$ cat src/rtl/bbl_pkg.sv
// Shared constants and types for the 9x9 box blur stream.
// No dependencies; imported by every rtl file of the block.
`timescale 1ns / 1ps
package bbl_pkg;

  localparam int MAX_WIDTH_DEF  = 1024;
  localparam int RADIUS_DEF     = 4;
  localparam int MAX_HEIGHT_DEF = 4096;

  localparam int PIX_W = 24;

  localparam logic [10:0] WIDTH_RST  = 11'd1024;
  localparam logic [12:0] HEIGHT_RST = 13'd1024;

  typedef enum logic {
    REG_WIDTH  = 1'b0,
    REG_HEIGHT = 1'b1
  } reg_idx_t;

  typedef enum logic {
    REQ_PIXEL = 1'b0,
    REQ_DRAIN = 1'b1
  } req_t;

  // per-word tag travelling down the pipe
  typedef struct packed {
    logic emit;
    logic last;
  } tag_t;

endpackage

$ cat src/rtl/bbl_hsum.sv
// Row stage: shift line of column sums, masked horizontal sum, divide by
// the window area and the output register. Depends on bbl_pkg.
`timescale 1ns / 1ps
module bbl_hsum #(
  parameter int MAX_WIDTH = bbl_pkg::MAX_WIDTH_DEF,
  parameter int RADIUS    = bbl_pkg::RADIUS_DEF
) (
  input  logic                                  clk,
  input  logic                                  rst,
  input  logic                                  v_valid,
  output logic                                  v_ready,
  input  logic [$clog2((2*RADIUS+1)*255+1)-1:0] v_red,
  input  logic [$clog2((2*RADIUS+1)*255+1)-1:0] v_green,
  input  logic [$clog2((2*RADIUS+1)*255+1)-1:0] v_blue,
  input  logic [$clog2(MAX_WIDTH)-1:0]          v_ocol,
  input  bbl_pkg::tag_t                         v_tag,
  input  logic [$clog2(MAX_WIDTH+1)-1:0]        w_eff,
  output logic                                  out_valid,
  input  logic                                  out_stall,
  output logic [7:0]                            out_red,
  output logic [7:0]                            out_green,
  output logic [7:0]                            out_blue,
  output logic                                  frame_end
);
  import bbl_pkg::*;

  localparam int WIN   = 2*RADIUS+1;
  localparam int AREA  = WIN*WIN;
  localparam int COLW  = $clog2(MAX_WIDTH);
  localparam int VW    = $clog2(WIN*255+1);
  localparam int SUMW  = $clog2(AREA*255+1);
  localparam int SH    = SUMW + $clog2(AREA);
  localparam int RECIP = ((1 << SH) + AREA - 1) / AREA;
  localparam int PW    = SUMW + $clog2(RECIP+1);

  logic [VW-1:0]   hr [WIN];
  logic [VW-1:0]   hg [WIN];
  logic [VW-1:0]   hb [WIN];
  logic            s2v;
  logic            s2_last;
  logic [COLW-1:0] s2_ocol;

  logic            s3v;
  logic            s3_last;
  logic [SUMW-1:0] s3_r, s3_g, s3_b;
  logic [SUMW-1:0] sum_r, sum_g, sum_b;
  logic [PW-1:0]   prod_r, prod_g, prod_b;

  logic o_free, s3_free, s2_free, shift;

  assign o_free  = !out_valid || !out_stall;
  assign s3_free = !s3v || o_free;
  assign s2_free = !s2v || s3_free;
  assign v_ready = s2_free;
  assign shift   = v_valid && s2_free;

  always_ff @(posedge clk) begin
    if (rst) begin
      s2v       <= 1'b0;
      s3v       <= 1'b0;
      out_valid <= 1'b0;
    end else begin
      if (shift) begin
        s2v <= v_tag.emit;
      end else if (s3_free) begin
        s2v <= 1'b0;
      end
      if (s2v && s3_free) begin
        s3v <= 1'b1;
      end else if (o_free) begin
        s3v <= 1'b0;
      end
      if (s3v && o_free) begin
        out_valid <= 1'b1;
      end else if (!out_stall) begin
        out_valid <= 1'b0;
      end
    end
  end

  // newest column sum at tap 0
  always_ff @(posedge clk) begin
    if (shift) begin
      hr[0] <= v_red;
      hg[0] <= v_green;
      hb[0] <= v_blue;
      for (int j = 1; j < WIN; j++) begin
        hr[j] <= hr[j-1];
        hg[j] <= hg[j-1];
        hb[j] <= hb[j-1];
      end
      s2_last <= v_tag.last;
      s2_ocol <= v_ocol;
    end
  end

  // tap j sits at column ocol+RADIUS-j; columns off the row are black
  always_comb begin
    int d;
    sum_r = '0;
    sum_g = '0;
    sum_b = '0;
    for (int j = 0; j < WIN; j++) begin
      d = int'(s2_ocol) + RADIUS - j;
      if (d >= 0 && d < int'(w_eff)) begin
        sum_r = sum_r + SUMW'(hr[j]);
        sum_g = sum_g + SUMW'(hg[j]);
        sum_b = sum_b + SUMW'(hb[j]);
      end
    end
  end

  always_ff @(posedge clk) begin
    if (s2v && s3_free) begin
      s3_r    <= sum_r;
      s3_g    <= sum_g;
      s3_b    <= sum_b;
      s3_last <= s2_last;
    end
  end

  // divide by area: multiply by rounded-up reciprocal, exact over the range
  assign prod_r = PW'(s3_r) * PW'(RECIP);
  assign prod_g = PW'(s3_g) * PW'(RECIP);
  assign prod_b = PW'(s3_b) * PW'(RECIP);

  always_ff @(posedge clk) begin
    if (s3v && o_free) begin
      out_red   <= prod_r[SH +: 8];
      out_green <= prod_g[SH +: 8];
      out_blue  <= prod_b[SH +: 8];
      frame_end <= s3_last;
    end
  end

endmodule

$ cat config.mk
export PLATFORM = sky130hd
export DESIGN_NAME = bbl_hsum
export DESIGN_NICKNAME = d
export VERILOG_FILES = /design/src/rtl/bbl_pkg.sv /design/src/rtl/bbl_hsum.sv
export SDC_FILE = /design/constraint.sdc
export NUM_CORES = 2
export LEC_CHECK = 0
export BUFFER_PORTS_ARGS = -buffer_cell sky130_fd_sc_hd__buf_2
export CORE_ASPECT_RATIO = 0.5
export CORE_MARGIN = 8
export CORE_UTILIZATION = 59
export CTS_BUF_LIST = sky130_fd_sc_hd__clkbuf_2
export DETAILED_ROUTE_END_ITERATION = 6
export GPL_TIMING_DRIVEN = 1
export PLACE_DENSITY = 0.86
export SYNTH_ARGS = -nofsm -noshare
export SYNTH_HDL_FRONTEND = slang
export SYNTH_SLANG_ARGS = --single-unit
export TNS_END_PERCENT = 10
$ cat constraint.sdc
create_clock -name clk -period 42 [get_ports clk]
set_input_delay 8.4 -clock clk [delete_from_list [all_inputs] [get_ports clk]]
set_output_delay 8.4 -clock clk [all_outputs]
set_load 0.01 [all_outputs]
-- Yosys cells after proc, flatten, opt, wreduce, memory -nomap -nowiden
Memories as Yosys holds them, arrays and structs flattened.
Index checks and enable logic that the tools add are counted.
Widths: inputs -> output; s select.
- word-level logic and storage cells: 127
- RAM bits: 324
- latch bits: 0
- memories: 3
- bits in read-only memories: 0
- bits in registers: 85
- output and inout bits: 27
- memory list (name ; depth ; bits a word ; read ports ; clocked after Yosys merged registers in ; wr ports ; line ; source):
    hb ; 9 ; 12 ; 9 ; 0 ; 9 ; bbl_hsum.sv:38 ; logic [VW-1:0] hb [WIN];
    hg ; 9 ; 12 ; 9 ; 0 ; 9 ; bbl_hsum.sv:37 ; logic [VW-1:0] hg [WIN];
    hr ; 9 ; 12 ; 9 ; 0 ; 9 ; bbl_hsum.sv:36 ; logic [VW-1:0] hr [WIN];
- div/mod/pow operators: 0
- equal/unequal tests: 1
- $add $sub $neg: 33
- muxes and demuxes: 35
- bitwise gates (word level): 0
- reduce and logical (&&, ||, !) cells: 21
- multipliers: 3
- shift-type cells: 0
- $lt $le $gt $ge: 18
- operators with widths (operator ; count):
    $add 15x12->15 ; 24
    $mux 15 ; 24
    $ge 32x1->1 const B ; 8
    $lt 32x12->1 ; 8
    $sub 32x4->32 const B ; 4
    $mul 15x15->29 const B ; 3
    $sub 32x3->32 const B ; 2
    $mux 12 ; 3
    $sub 32x2->32 const B ; 1
    $ge 12x1->1 const B ; 1
    $logic_and 1x1->1 ; 12
    $lt 12x12->1 ; 1
    $sub 11x4->12 const B ; 1
    $add 10x3->11 const B ; 1
    $mux 1 ; 8
    $logic_not 1->1 ; 4
    $reduce_bool 2->1 ; 2
    $logic_or 1x1->1 ; 3
    $ne 2x1->1 const B ; 1

-- Longest topological paths before layout
- word-level depth: 20
- mapped depth: 70
- mapped depth without buffers: 67

-- Worst setup path after synthesis
No wires, ideal clock.
- kind: input-to-reg
- from: input port w_eff[1]
- to: register s3_g[13], data pin
- data required time: 41.735 ns
- stages on the path: 69
- path slack: 22.098 ns
- path buffers: 3
- data arrival time: 19.636 ns
- path through: inv_1 -> ha_1 -> inv_1 -> a21oi_1 -> o21bai_1 -> a21o_1 -> a21o_1 -> a211o_1 -> a21oi_1 -> o21a_1 -> clkbuf_1 -> clkbuf_1 -> clkbuf_1 -> and2_1 -> ha_1 -> a21o_1 -> a21oi_1 -> o21bai_1 -> (+33 left out) -> a31o_1 -> ha_1 -> o21ai_0 -> a21o_1 -> a21o_1 -> nor2b_1 -> ha_1 -> nor3_1 -> nand2b_1 -> o22ai_1 -> ha_1 -> o21ai_0 -> a21oi_1 -> a21boi_0 -> nand2_1 -> or3_1 -> o211ai_1 -> xor2_1
- word-level cells in the longest chain between the ends: 19
- RTL lines (element ; line ; source):
    start: declaration ; bbl_hsum.sv:17 ; input logic [$clog2(MAX_WIDTH+1)-1:0] w_eff,
    $lt 32x12->1 ; bbl_hsum.sv:105 ; if (d >= 0 && d < int'(w_eff)) begin
    $logic_and 1x1->1 ; bbl_hsum.sv:105 ;
    $mux 12 ; bbl_hsum.sv:105 ;
    $add 15x12->15 ; bbl_hsum.sv:107 ; sum_g = sum_g + SUMW'(hg[j]);
    $mux 15 ; bbl_hsum.sv:105 ;
    $add 15x12->15 ; bbl_hsum.sv:107 ;
    $mux 15 ; bbl_hsum.sv:105 ;
    $add 15x12->15 ; bbl_hsum.sv:107 ;
    (+4 left out) ; - ;
    $mux 15 ; bbl_hsum.sv:105 ;
    $add 15x12->15 ; bbl_hsum.sv:107 ;
    $mux 15 ; bbl_hsum.sv:105 ;
    $add 15x12->15 ; bbl_hsum.sv:107 ;
    $mux 15 ; bbl_hsum.sv:105 ;
    $add 15x12->15 ; bbl_hsum.sv:107 ;
    $mux 15 (*) ; bbl_hsum.sv:105 ;
    named net sum_g[13] ; bbl_hsum.sv:46 ; logic [SUMW-1:0] sum_r, sum_g, sum_b;
    end signal: assignment ; bbl_hsum.sv:116 ; s3_g <= sum_g;
    end: declaration ; bbl_hsum.sv:45 ; logic [SUMW-1:0] s3_r, s3_g, s3_b;
The timed path passes the listed nets; every way through them passes the cells marked *.
A chain may end at the register's enable or synchronous reset.

-- Worst setup path in the final report
- from: input port w_eff[2]
- to: register s3_r[14], data pin
- word-level cells in the longest chain between the ends: 19
- RTL lines (element ; line ; source):
    $lt 32x12->1 ; bbl_hsum.sv:105 ;
    $logic_and 1x1->1 ; bbl_hsum.sv:105 ;
    $mux 12 ; bbl_hsum.sv:105 ;
    $add 15x12->15 ; bbl_hsum.sv:106 ; sum_r = sum_r + SUMW'(hr[j]);
    $mux 15 ; bbl_hsum.sv:105 ;
    $add 15x12->15 ; bbl_hsum.sv:106 ;
    $mux 15 ; bbl_hsum.sv:105 ;
    $add 15x12->15 ; bbl_hsum.sv:106 ;
    (+4 left out) ; - ;
    $mux 15 ; bbl_hsum.sv:105 ;
    $add 15x12->15 ; bbl_hsum.sv:106 ;
    $mux 15 ; bbl_hsum.sv:105 ;
    $add 15x12->15 ; bbl_hsum.sv:106 ;
    $mux 15 ; bbl_hsum.sv:105 ;
    $add 15x12->15 ; bbl_hsum.sv:106 ;
    $mux 15 (*) ; bbl_hsum.sv:105 ;
    named net sum_r[14] ; bbl_hsum.sv:46 ;
    end signal: assignment ; bbl_hsum.sv:115 ; s3_r <= sum_r;
    end: declaration ; bbl_hsum.sv:45 ;
Marked as above.

==> results.json <==
{
  "status": "finished clean",
  "wl_met1_microns": 42350,
  "synth.distinct_cells": 104,
  "yosysSeqAreaShare_pct": 29.61,
  "syn_to_final_growth_pct": 5.884,
  "die_h_microns": 203.3,
  "synth_mux_area_share_pct": 1.808,
  "fin_area_sq_um": 43820,
  "min_path_type": "register to register",
  "fillers": 5281,
  "max_freq_mhz": 48.98,
  "cts-root-buf": "clkbuf_2",
  "yosysTopAreaCellShare_pct": 29.46,
  "whs_path_depth": 0,
  "drc": 0,
  "synth_adder_area_share_pct": 30.22,
  "post_cts_buffers": 0,
  "r2r_slack_ns": 26.70,
  "slew_headroom_pct": 24.53,
  "topRoutingLayerUsed": "met4",
  "endpoint_kind": "register",
  "overflow": 0,
  "dp_hpwl_microns": 77970,
  "r2r_end": "s3_g[14]",
  "timing.max_cap.violations": 0,
  "synth_xor_area_share_pct": 6.881,
  "wl_met3_microns": 8095,
  "grt_pass1_vias": 32128,
  "synth_fp_nets": 5118,
  "cts_resized": 0,
  "min_period_ns": 20.42,
  "reg2reg_from": "s2_ocol[2]",
  "drt_iter0_drc": 2665,
  "syn_inst": 4151,
  "htreeDepth": 3,
  "startpoint_type": "input port",
  "synth_top_family_by_area": "adder cells",
  "finalSetupViolations": 0,
  "vias": 31959,
  "cp_max_fo": 49,
  "max_slew.worst_pin.slew_ns": 1.128,
  "syn_area_sq_um": 41380,
  "tritoncts": "yes",
  "critPathKind": "input port to register",
  "die_w_microns": 390.5,
  "pin_count": 90,
  "finalCritPeriodShare_pct": 48.61,
  "synth-seq-cells": 409,
  "clock_sinks": 409,
  "wire_per_inst_microns": 18.65,
  "ant_nets": 0,
  "drive_above_1_share_pct": 9.033,
  "hold_viol": 0,
  "slowest_delay_ns": 0.66,
  "setup_tns_ns": 0,
  "finalMaxSlewViolations": 0,
  "gp_routability_congestion": 0.9399,
  "ff2ff_path_depth": 59,
  "io_buffers": 89,
  "hold_path_startpoint": "s2_last",
  "synth_area_leaders": "edfxtp_1 (29%), ha_1 (23%), fa_1 (7.7%)",
  "synthArstFlopShare_pct": 0,
  "ys_warn_count": 0,
  "whs_ns": 0.4125,
  "ctsHoldBuffers": 0,
  "min_to": "s3_last",
  "core_sq_um": 69170,
  "slowest_stage": "a211oi_1",
  "cts_buffer_depth": 3,
  "finalWirelength_microns": 99090,
  "clock_latency_ns": 1.29,
  "fin_ws_ns": 21.58,
  "synth-main-ff-cell": "edfxtp_1",
  "synth_top_cell_by_area": "edfxtp_1",
  "crit_arrival_ns": 21.46,
  "row_count": 68,
  "grt_max_degree": 195,
  "avgSynthCellArea_sq_um": 9.970,
  "nets": 5254,
  "cts_buffers": 98,
  "drt-vias-per-instance": 6.016,
  "postPlaceCellArea_sq_um": 42900,
  "skew_ns": 0.1215,
  "synth_compound_area_share_pct": 16.05,
  "grt_use_total_pct": 24.37,
  "synth-simple-area-share_pct": 10.46,
  "grt_pass1_wl_microns": 160000,
  "synth_edf_count": 406,
  "firstDrtPassIters": 6,
  "die-area_sq_um": 79390,
  "start_util_pct": 59.83,
  "antenna_found_initial": 2,
  "rsz0062_at_grt": "false",
  "clkTransAtPathRegs_ns": 0.11,
  "place_worst_setup_slack_ns": 20.61,
  "dr_wl_met2_microns": 45510,
  "cp.required_ns": 43.04
}
cell usage after synthesis, types with 34 or more instances:
library cell,instances
a21o_1,118
fa_1,159
nand2b_1,40
a21oi_1,235
nor2b_1,51
mux2_2,50
and2_1,50
xnor2_1,222
a31oi_1,34
clkbuf_1,52
o21ai_0,192
nand3_1,62
ha_1,745
nor2_1,315
edfxtp_1,406
nand2_1,242
a211oi_1,36
inv_1,449
o21a_1,87
xor2_1,90
o21bai_1,39
nor3_1,64
metal layers:
layer	GRT usage (%)	vias to the layer above
met5	0	-
met4	8.818	0
met3	4.795	258
met2	40.19	1384
met1	32.00	15107
li1	-	15210
cell families (layout without fill, tap and decap cells):
family,count (synthesis),count (layout)
compound gates,994,994
xor+xnor,318,318
fa+ha+maj,904,904
buf+inv,533,744
flops,409,409
mux,68,68
other cells,0,5
simple gates,925,925
worst max-delay path: cells and delay by family:
family	cells	cell delay, ns
buf+inv	7	1.32
xor+xnor	8	1.35
simple gates	17	2.03
mux	1	0.30
compound gates	24	5.18
fa+ha+maj	9	2.81
final cells by class:
| class | count | area (sq um) | area share, % |
|---|---|---|---|
| inverter | 452 | 1697 | 3.872 |
| antenna | 5 | 12.51 | 0.02855 |
| sequential | 409 | 12250 | 27.96 |
| tap | 945 | 1182 | 2.698 |
| clock inverter | 33 | 190.2 | 0.4340 |
| timing repair buffer | 117 | 668.1 | 1.525 |
| clock buffer | 142 | 710.7 | 1.622 |
| multi-input combinational | 3209 | 27110 | 61.86 |
metrics by stage:
step	std cells	utilization, %
after global routing	5312	63.35
after floorplan	4151	-
after CTS	5307	63.33
after global placement	5132	62.03
after detailed placement	5132	62.03
final	5312	63.35
sequential cells by signal, summed over array words and instances, names as in the netlist:
name       count
hr           108
s3_last        1
frame_end      1
s3_g          15
out_red        8
hb           108
s3v            1
hg           108
s2v            1
out_green      8
s2_last        1
s3_b          15
s2_ocol       10
out_blue       8
out_valid      1
s3_r          15
layout by cell type, fill, tap and decap left out, drive strengths merged, types with 12 or more instances in the layout:
| cell type | instances |
|---|---|
| a21boi | 19 |
| o2111ai | 16 |
| nand3 | 65 |
| clkbuf | 142 |
| and3 | 12 |
| a21oi | 237 |
| nand2 | 242 |
| o21a | 87 |
| nor2 | 316 |
| nand2b | 40 |
| o21bai | 39 |
| and2 | 50 |
| nor3 | 64 |
| clkinv | 31 |
| mux2i | 17 |
| edfxtp | 406 |
| fa | 159 |
| mux2 | 51 |
| o211ai | 18 |
| or3 | 25 |
| buf | 117 |
| nor2b | 51 |
| xnor2 | 226 |
| o22ai | 13 |
| a31oi | 34 |
| a21o | 118 |
| xor2 | 91 |
| a31o | 22 |
| a221oi | 15 |
| o21ai | 226 |
| or2 | 12 |
| ha | 745 |
| a211o | 13 |
| inv | 451 |
| a211oi | 37 |
how the worst max path moves through the flow:
| stage | start | depth (start not counted) | slack (ns) | to |
|---|---|---|---|---|
| 6_report | w_eff[2] | 66 | 21.58 | s3_r[14] |
| 5_1_grt | w_eff[2] | 69 | 20.90 | s3_r[14] |
| 4_1_cts | w_eff[2] | 63 | 21.93 | s3_r[14] |
| 3_5_place_dp | w_eff[2] | 63 | 20.61 | s3_r[14] |
| 3_3_place_gp | w_eff[2] | 68 | 21.10 | s3_r[13] |
| 2_1_floorplan | w_eff[1] | 69 | 22.10 | s3_g[13] |
Power is left out: the tool's default activity adds up to more than one toggle a clock period on the data nets, which glitch-free logic cannot reach.
